==> src/hdl/psl_pkg.sv <==
// Shared types, widths and constants for the polynomial slew limiter.
// No dependencies; every other file in hdl/ depends on this package.
package psl_pkg;

    localparam int SAMPLE_WIDTH    = 24;
    localparam int FRAC_BITS       = 21;
    localparam int LIMIT_WIDTH     = SAMPLE_WIDTH - 1;
    localparam int CUBE_WIDTH      = SAMPLE_WIDTH - 2;
    // Headroom for 3x history terms plus 6x cube bound without overflow.
    localparam int WIDE_WIDTH      = SAMPLE_WIDTH + 5;
    localparam int CFG_INDEX_WIDTH = 3;
    localparam int CFG_DATA_WIDTH  = LIMIT_WIDTH;
    localparam int HIST_DEPTH      = 3;

    typedef logic signed [SAMPLE_WIDTH-1:0] t_sample;
    typedef logic signed [WIDE_WIDTH-1:0]   t_wide;

    typedef enum logic [1:0] {
        MODE_NORMAL  = 2'd0,
        MODE_INVERT  = 2'd1,
        MODE_REVERSE = 2'd2,
        MODE_DRY     = 2'd3
    } t_mode;

    typedef enum logic [CFG_INDEX_WIDTH-1:0] {
        CFG_MODE      = 3'd0,
        CFG_AMP_LIMIT = 3'd1,
        CFG_SLEW_STEP = 3'd2,
        CFG_QUAD      = 3'd3,
        CFG_CUBE      = 3'd4
    } t_cfg_idx;

    typedef struct packed {
        t_mode                  mode;
        logic [LIMIT_WIDTH-1:0] amp_limit;
        logic [LIMIT_WIDTH-1:0] slew_step;
        logic [LIMIT_WIDTH-1:0] quad_bound;
        logic [CUBE_WIDTH-1:0]  cube_bound;
    } t_cfg;

    localparam logic [LIMIT_WIDTH-1:0] RESET_LIMIT = LIMIT_WIDTH'(1) << (LIMIT_WIDTH - 1);
    localparam logic [CUBE_WIDTH-1:0]  RESET_CUBE  = CUBE_WIDTH'(2796203);

    localparam t_wide WIDE_ONE    = t_wide'(1) <<< FRAC_BITS;
    localparam t_wide WIDE_SAT_HI = t_wide'({1'b0, {(SAMPLE_WIDTH-1){1'b1}}});
    localparam t_wide WIDE_SAT_LO = -WIDE_SAT_HI - t_wide'(1);

endpackage

==> src/hdl/psl_channel.sv <==
// One channel of the limiter: difference clamps, slew and amplitude clamps.
// Purely combinational; depends on psl_pkg.
module psl_channel (
    input  psl_pkg::t_cfg    i_cfg,
    input  psl_pkg::t_sample i_hist0,
    input  psl_pkg::t_sample i_hist1,
    input  psl_pkg::t_sample i_hist2,
    input  psl_pkg::t_sample i_sample,
    output psl_pkg::t_sample o_result
);
    import psl_pkg::*;

    t_wide x_w, h0_w, h1_w, h2_w;
    t_wide d3, d2, base3, base2;
    t_wide c_w, c6, q2, sl, lim;
    t_wide y;

    assign x_w  = t_wide'(i_sample);
    assign h0_w = t_wide'(i_hist0);
    assign h1_w = t_wide'(i_hist1);
    assign h2_w = t_wide'(i_hist2);

    // Differences always come from the raw input.
    assign base3 = h0_w - ((h1_w <<< 1) + h1_w) + ((h2_w <<< 1) + h2_w);
    assign base2 = (h2_w <<< 1) - h1_w;
    assign d3    = x_w - base3;
    assign d2    = x_w - base2;

    assign c_w = t_wide'(i_cfg.cube_bound);
    assign c6  = (c_w <<< 2) + (c_w <<< 1);
    assign q2  = t_wide'(i_cfg.quad_bound) <<< 1;
    assign sl  = t_wide'(i_cfg.slew_step);
    assign lim = t_wide'(i_cfg.amp_limit);

    always_comb begin
        y = x_w;
        unique case (i_cfg.mode)
            MODE_NORMAL: begin
                if (d3 > c6) begin
                    y = base3 + c6;
                end else if (d3 < -c6) begin
                    y = base3 - c6;
                end
                if (d2 > q2) begin
                    y = base2 + q2;
                end else if (d2 < -q2) begin
                    y = base2 - q2;
                end
                if (y - h2_w > sl) begin
                    y = h2_w + sl;
                end else if (y - h2_w < -sl) begin
                    y = h2_w - sl;
                end
                if (y > lim) begin
                    y = lim;
                end else if (y < -lim) begin
                    y = -lim;
                end
            end
            MODE_INVERT: begin
                if (d3 > c6) begin
                    y = base3 - c6;
                end else if (d3 < -c6) begin
                    y = base3 + c6;
                end
                if (d2 > q2) begin
                    y = base2 - q2;
                end else if (d2 < -q2) begin
                    y = base2 + q2;
                end
                if (y - h2_w > sl) begin
                    y = h2_w - sl;
                end else if (y - h2_w < -sl) begin
                    y = h2_w + sl;
                end
                // Overrun snaps to plus or minus one (WIDE_ONE).
                if (y > lim) begin
                    y = WIDE_ONE;
                end else if (y < -lim) begin
                    y = -WIDE_ONE;
                end
            end
            MODE_REVERSE: begin
                if (y > lim) begin
                    y = lim;
                end else if (y < -lim) begin
                    y = -lim;
                end
                if (y - h2_w > sl) begin
                    y = h2_w + sl;
                end else if (y - h2_w < -sl) begin
                    y = h2_w - sl;
                end
                if (d2 > q2) begin
                    y = base2 + q2;
                end else if (d2 < -q2) begin
                    y = base2 - q2;
                end
                if (d3 > c6) begin
                    y = base3 + c6;
                end else if (d3 < -c6) begin
                    y = base3 - c6;
                end
            end
            MODE_DRY: begin
                y = x_w;
            end
        endcase
    end

    always_comb begin
        if (y > WIDE_SAT_HI) begin
            o_result = t_sample'(WIDE_SAT_HI);
        end else if (y < WIDE_SAT_LO) begin
            o_result = t_sample'(WIDE_SAT_LO);
        end else begin
            o_result = t_sample'(y);
        end
    end

endmodule

==> src/hdl/polynomial_slew_limiter.sv <==
// Top level of the stereo polynomial slew limiter: handshakes, config registers,
// sample history. Depends on psl_pkg and psl_channel.
//
// Usage:
//   Input channel (i_in_valid / o_in_stall) carries one stereo frame per transfer.
//   Output channel (o_out_valid / i_out_stall) carries one limited frame per
//   transfer, in input order. Config writes go over i_cfg_valid / o_cfg_ready
//   with a register index and data; o_cfg_ready is always high. Write config only
//   while the block is idle.
// Path: a frame transferred in is captured in the input register, and its result
//   is loaded into the output register when the output side does not stall.
// Throughput: one frame per cycle while the output side does not stall. The rate is
//   set by the history loop: a frame's saturated result enters the history at the
//   same edge that loads the output register, so the next frame sees it right away.
// Reset (synchronous, active low): clears history to zero, empties both registers
//   and loads config defaults (dry mode, amplitude, slew and quad limits at 2.0).
// Stall: while the output register holds an untaken result and i_out_stall is
//   high, the input register cannot advance; o_in_stall rises only if it also
//   holds a frame. An empty input register always takes a new frame.
module polynomial_slew_limiter (
    input  logic                                  i_clk,
    input  logic                                  i_rst_n,
    // input channel
    input  logic                                  i_in_valid,
    output logic                                  o_in_stall,
    input  psl_pkg::t_sample                      i_left_sample,
    input  psl_pkg::t_sample                      i_right_sample,
    // output channel
    output logic                                  o_out_valid,
    input  logic                                  i_out_stall,
    output psl_pkg::t_sample                      o_left_out,
    output psl_pkg::t_sample                      o_right_out,
    // config write channel
    input  logic                                  i_cfg_valid,
    output logic                                  o_cfg_ready,
    input  logic [psl_pkg::CFG_INDEX_WIDTH-1:0]   i_cfg_index,
    input  logic [psl_pkg::CFG_DATA_WIDTH-1:0]    i_cfg_data
);
    import psl_pkg::*;

    t_cfg    r_cfg;
    logic    r_in_vld;
    t_sample r_x_left, r_x_right;
    t_sample r_hist_left  [HIST_DEPTH];
    t_sample r_hist_right [HIST_DEPTH];
    logic    r_out_vld;
    t_sample r_out_left, r_out_right;

    t_sample n_out_left, n_out_right;
    logic    in_xfer, advance;

    // Advance the input register whenever the output register is free or drains.
    assign advance     = r_in_vld && (!r_out_vld || !i_out_stall);
    assign o_in_stall  = r_in_vld && !advance;
    assign in_xfer     = i_in_valid && !o_in_stall;
    assign o_cfg_ready = 1'b1;

    assign o_out_valid = r_out_vld;
    assign o_left_out  = r_out_left;
    assign o_right_out = r_out_right;

    // Config registers; unknown indexes are dropped.
    always_ff @(posedge i_clk) begin
        if (!i_rst_n) begin
            r_cfg.mode       <= MODE_DRY;
            r_cfg.amp_limit  <= RESET_LIMIT;
            r_cfg.slew_step  <= RESET_LIMIT;
            r_cfg.quad_bound <= RESET_LIMIT;
            r_cfg.cube_bound <= RESET_CUBE;
        end else if (i_cfg_valid && o_cfg_ready) begin
            unique case (t_cfg_idx'(i_cfg_index))
                CFG_MODE:      r_cfg.mode       <= t_mode'(i_cfg_data[1:0]);
                CFG_AMP_LIMIT: r_cfg.amp_limit  <= i_cfg_data[LIMIT_WIDTH-1:0];
                CFG_SLEW_STEP: r_cfg.slew_step  <= i_cfg_data[LIMIT_WIDTH-1:0];
                CFG_QUAD:      r_cfg.quad_bound <= i_cfg_data[LIMIT_WIDTH-1:0];
                CFG_CUBE:      r_cfg.cube_bound <= i_cfg_data[CUBE_WIDTH-1:0];
                default: ;
            endcase
        end
    end

    // Input register.
    always_ff @(posedge i_clk) begin
        if (!i_rst_n) begin
            r_in_vld <= 1'b0;
        end else if (in_xfer) begin
            r_in_vld <= 1'b1;
        end else if (advance) begin
            r_in_vld <= 1'b0;
        end
    end

    always_ff @(posedge i_clk) begin
        if (in_xfer) begin
            r_x_left  <= i_left_sample;
            r_x_right <= i_right_sample;
        end
    end

    psl_channel u_left (
        .i_cfg    (r_cfg),
        .i_hist0  (r_hist_left[0]),
        .i_hist1  (r_hist_left[1]),
        .i_hist2  (r_hist_left[2]),
        .i_sample (r_x_left),
        .o_result (n_out_left)
    );

    psl_channel u_right (
        .i_cfg    (r_cfg),
        .i_hist0  (r_hist_right[0]),
        .i_hist1  (r_hist_right[1]),
        .i_hist2  (r_hist_right[2]),
        .i_sample (r_x_right),
        .o_result (n_out_right)
    );

    // History: shift in the saturated result as it is loaded for output.
    always_ff @(posedge i_clk) begin
        if (!i_rst_n) begin
            for (int i = 0; i < HIST_DEPTH; i++) begin
                r_hist_left[i]  <= '0;
                r_hist_right[i] <= '0;
            end
        end else if (advance) begin
            for (int i = 0; i < HIST_DEPTH - 1; i++) begin
                r_hist_left[i]  <= r_hist_left[i+1];
                r_hist_right[i] <= r_hist_right[i+1];
            end
            r_hist_left[HIST_DEPTH-1]  <= n_out_left;
            r_hist_right[HIST_DEPTH-1] <= n_out_right;
        end
    end

    // Output register: hold while stalled, drop valid after a transfer.
    always_ff @(posedge i_clk) begin
        if (!i_rst_n) begin
            r_out_vld <= 1'b0;
        end else if (advance) begin
            r_out_vld <= 1'b1;
        end else if (!i_out_stall) begin
            r_out_vld <= 1'b0;
        end
    end

    always_ff @(posedge i_clk) begin
        if (advance) begin
            r_out_left  <= n_out_left;
            r_out_right <= n_out_right;
        end
    end

endmodule

==> config.mk <==
export PLATFORM = sky130hd
export DESIGN_NAME = polynomial_slew_limiter
export DESIGN_NICKNAME = d
export VERILOG_FILES = /design/src/hdl/psl_pkg.sv /design/src/hdl/psl_channel.sv /design/src/hdl/polynomial_slew_limiter.sv
export SDC_FILE = /design/constraint.sdc
export NUM_CORES = 2
export LEC_CHECK = 0
export BUFFER_PORTS_ARGS = -buffer_cell sky130_fd_sc_hd__buf_2
export CAP_MARGIN = 20
export CORE_MARGIN = 5
export CORE_UTILIZATION = 28
export CTS_BUF_LIST = sky130_fd_sc_hd__clkbuf_4
export CTS_CLUSTER_SIZE = 40
export DETAILED_ROUTE_END_ITERATION = 7
export MAX_ROUTING_LAYER = met4
export SLEW_MARGIN = 10
export SYNTH_ARGS = -nofsm -noshare
export SYNTH_HDL_FRONTEND = slang
export SYNTH_HIERARCHICAL = 1
export SYNTH_SLANG_ARGS = --single-unit
==> constraint.sdc <==
create_clock -name i_clk -period 50.1 [get_ports i_clk]
set_clock_uncertainty 0.1 [all_clocks]
set_input_delay 5.01 -clock i_clk [delete_from_list [all_inputs] [get_ports i_clk]]
set_output_delay 5.01 -clock i_clk [all_outputs]
set_load 0.02 [all_outputs]
==> impl_summary.txt <==
----------------------------------------------------
[Timing]
  Min Clock Period, post-route ... 23.31 ns
  Setup repair after global routing missed its margin ... no
  Max-slew violation count ... 0
  Worst hold slack across all endpoints ... 0.370 ns
  Final Hold Vio Count ... 0
  Post-route setup TNS ... 0 ns
  Worst max-slew margin expressed relative to the limit ... 0.130
  Worst Max-Slew Pin Slew ... 1.30 ns
  Number of endpoints failing setup at the final stage ... 0
  Period utilisation layout ... 0.465
  Max Freq ... 42.9 MHz

[Worst setup path]
  Cell with the largest stage delay on the worst path ... sky130_fd_sc_hd__a221o_1
  End of the worst register-to-register path ... r_hist_right[0][49]
  CP Data Arrival Time ... 24.03 ns
  Maximum single-stage delay on the critical path ... 1.01 ns
  Sort of element at the end of the critical path ... register
  Reg-to-reg critical path startpoint ... r_hist_right[0][49]
  Worst R2R Setup Slack ... 26.79 ns
  CP delay by family, top ... compound AO/OA/AOI/OAI gates
  Number of buffer and inverter instances along the worst setup path ... 7
  Number of cells on the worst reg-to-reg path ... 88
  Most common cell type on the critical path ... sky130_fd_sc_hd__o21ai_0
  Largest fanout on the critical path ... 40
  Worst setup path category ... register to register
  Crit path required time ... 50.83 ns
  Category of the worst setup path launch point ... register

[Synth]
  Distinct cells, synth ... 140
  Ranking of synthesized cells by area ... sky130_fd_sc_hd__ha_1, sky130_fd_sc_hd__edfxtp_1, sky130_fd_sc_hd__a21oi_1, sky130_fd_sc_hd__xnor2_1, sky130_fd_sc_hd__inv_1
  Avg Inst Size Synth ... 7.56 um2
  Cell accounting for the most synthesized area ... sky130_fd_sc_hd__ha_1
  Number of synthesized flops with an enable pin ... 240
  Most instantiated flip-flop cell in the synthesis netlist ... sky130_fd_sc_hd__edfxtp_1
  Fraction of synthesized cell area taken by the top area cell type ... 0.219
  Total standard cell area after synthesis ... 87000 um2
  Post-Syn Nets ... 13300
  Proportion of synthesized chip area in sequential cells ... 0.105
  Synthesis Warnings ... 6
  FF+latch count, synth ... 335
  Post-synthesis cell count ... 11500
  Proportion of register bits with asynchronous set or reset after synthesis ... 0

[Drt]
  Via count ... 91100
  Number of remaining DRC errors ... 0
  Final wirelength ... 423000 um
  Router iterations before antenna repair ... 7
  Final antenna-violating net count ... 0
  Average wire per cell in the routed design ... 26.8 um
  Number of design-rule violations left by the first detailed-router iteration ... 10800
  Vias per Instance ... 5.77

[Clock tree]
  Hold_buf cts ... 0
  Deepest level of the CTS H-tree ... 3
  # Post-CTS Setup Buffers ... 0
  Root Buffer Master ... sky130_fd_sc_hd__clkbuf_4
  Clock transition at path regs ... 0.07 ns
  Clock insertion delay at the later pin of the skew report ... 1.15 ns
  Clock sink total ... 335
  Post-cts sizing count ... 0
  TritonCTS Buffers ... 105
  Maximum buffer depth of the clock tree ... 3
  TritonCTS clock tree ... done

[Cells and area]
  Area added between synthesis and finish ... 8.50%
  Final layout net count ... 13300
  Filler cell count ... 33600
  Share of post-route cells with drive strength above 1 ... 0.0654

[Flow run]
  Number of max-cap violations ... 0

[Status]
  Result of the run ... finished, final reports clean

[Floorplan]
  Cell Rows ... 204
  Io pins ... 130
  Die Width ... 567 um
  Die ar. ... 322000 um2
  Initial standard-cell utilization of the core ... 0.281
  Core Region ... 309000 um2
  Height of the chip ... 567 um

[Min path]
  Min-Delay Path Class ... register to register
  Startpoint of the most critical hold path ... r_cfg[34]
  Worst hold path depth ... 2
  Destination of the worst hold path ... r_cfg[34]

[Global route]
  Via count of the first global-routing pass ... 82700
  Number of antenna violations at the first check in global routing ... 39
  Maximum number of pins on one net before global-route repair ... 135
  Met3 track utilization from global routing ... 0.0535
  Peak-usage layer in the global routing report ... met2
  GRT Total Usage ... 0.255
  Overall overflow remaining after global route ... 0
  Wire length of the first global-routing pass ... 589000 um
  Met1 capacity usage during global routing ... 0.342
  M2 GR Usage ... 0.362

[Placement]
  Gpl congestion ... 1.06
  Port Buf Inserts ... 128
  Detailed placer's ending HPWL ... 354000 um

----------------------------------------------------
==> synth_stat cells, drive strengths merged, types with 178 or more instances <==
cell    number
nor2       901
a21o       343
o21a       272
o21ai      719
clkbuf     316
xnor2      555
and3       220
nand2      862
edfxtp     240
ha        1520
nor3       248
a21oi      987
nand3      213
nor2b      230
mux2i      228
inv       1042
nand4      184
a211oi     178
==> cells in the final DEF (no fill, tap or decap), types with 246 or more instances in the layout <==
cell / Yosys / final
sky130_fd_sc_hd__ha_1: 1520 / 1520
sky130_fd_sc_hd__inv_1: 1037 / 1037
sky130_fd_sc_hd__a21oi_1: 981 / 980
sky130_fd_sc_hd__nor2_1: 898 / 894
sky130_fd_sc_hd__nand2_1: 860 / 860
sky130_fd_sc_hd__o21ai_0: 697 / 696
sky130_fd_sc_hd__xnor2_1: 554 / 554
sky130_fd_sc_hd__a21o_1: 343 / 343
sky130_fd_sc_hd__o21a_1: 272 / 272
sky130_fd_sc_hd__nor3_1: 246 / 246
==> cell type report <==
cell class | instances | area (um2) | share of cell area
Inverter | 1046 | 3930 | 0.0416
Tap cell | 4120 | 5150 | 0.0546
Clock buffer | 138 | 1040 | 0.0110
Clock inverter | 59 | 323 | 0.00342
Antenna cell | 27 | 67.6 | 0.000716
Timing Repair Buffer | 347 | 2310 | 0.0245
Sequential cell | 335 | 9110 | 0.0965
Multi-Input combinational cell | 9725 | 72400 | 0.768
==> per-stage QoR <==
step,std cells,cell area [um2],setup WS [ns],utilization
global placement,15600,92900,27.32,0.301
global route,15800,94300,25.88,0.305
CTS,15800,94300,27.19,0.305
finish,15800,94400,26.79,0.305
detailed placement,15600,92900,27.37,0.301
floorplan,11500,87000,31.77,-
==> flip-flops by register name, indices dropped and copies added, names as in the netlist, 24 cells and up <==
signal	cells
r_x_right	24
r_cfg	93
r_hist_left	72
r_hist_right	72
o_left_out	24
o_right_out	24
r_x_left	24
==> kinds of logic after synthesis <==
logic type	share of synthesized area
other	0.0000431
multiplexers	0.0331
XOR/XNOR	0.0729
buffers and inverters	0.0647
adder cells (fa/ha/maj)	0.258
flip-flops	0.105
AND/OR/NAND/NOR	0.194
AO/OA/AOI/OAI	0.272
==> worst max path at each step <==
stage | startpoint | endpoint | slack [ns] | cells past startpoint
floorplan | r_hist_left[0][25] | r_hist_left[0][64] | 31.77 | 99
global placement | r_hist_right[0][24] | r_hist_right[0][49] | 27.32 | 91
detailed placement | r_hist_right[0][24] | r_hist_right[0][49] | 27.37 | 91
CTS | r_hist_right[0][24] | r_hist_right[0][49] | 27.19 | 91
global route | r_hist_right[0][24] | r_hist_right[0][49] | 25.88 | 91
finish | r_hist_right[0][49] | r_hist_right[0][49] | 26.79 | 88
==> worst reg2reg max path, delay by kind of cell, from the launching register on <==
kind            cells  cell delay [ns]
buf+inv             7             1.65
xor+xnor            2             0.40
simple gates       24             6.29
fa+ha+maj          10             3.37
flops               1             0.89
compound gates     45            10.34
==> layer usage <==
metal / up-vias / wire length [um]
li1: 42200 / -
met1: 43700 / 186000
met2: 4522 / 172000
met3: 659 / 41800
met4: 0 / 24200
met5: - / 0
Power is left out: the tool's default activity adds up to more than one toggle a clock period on the data nets, which glitch-free logic cannot reach.
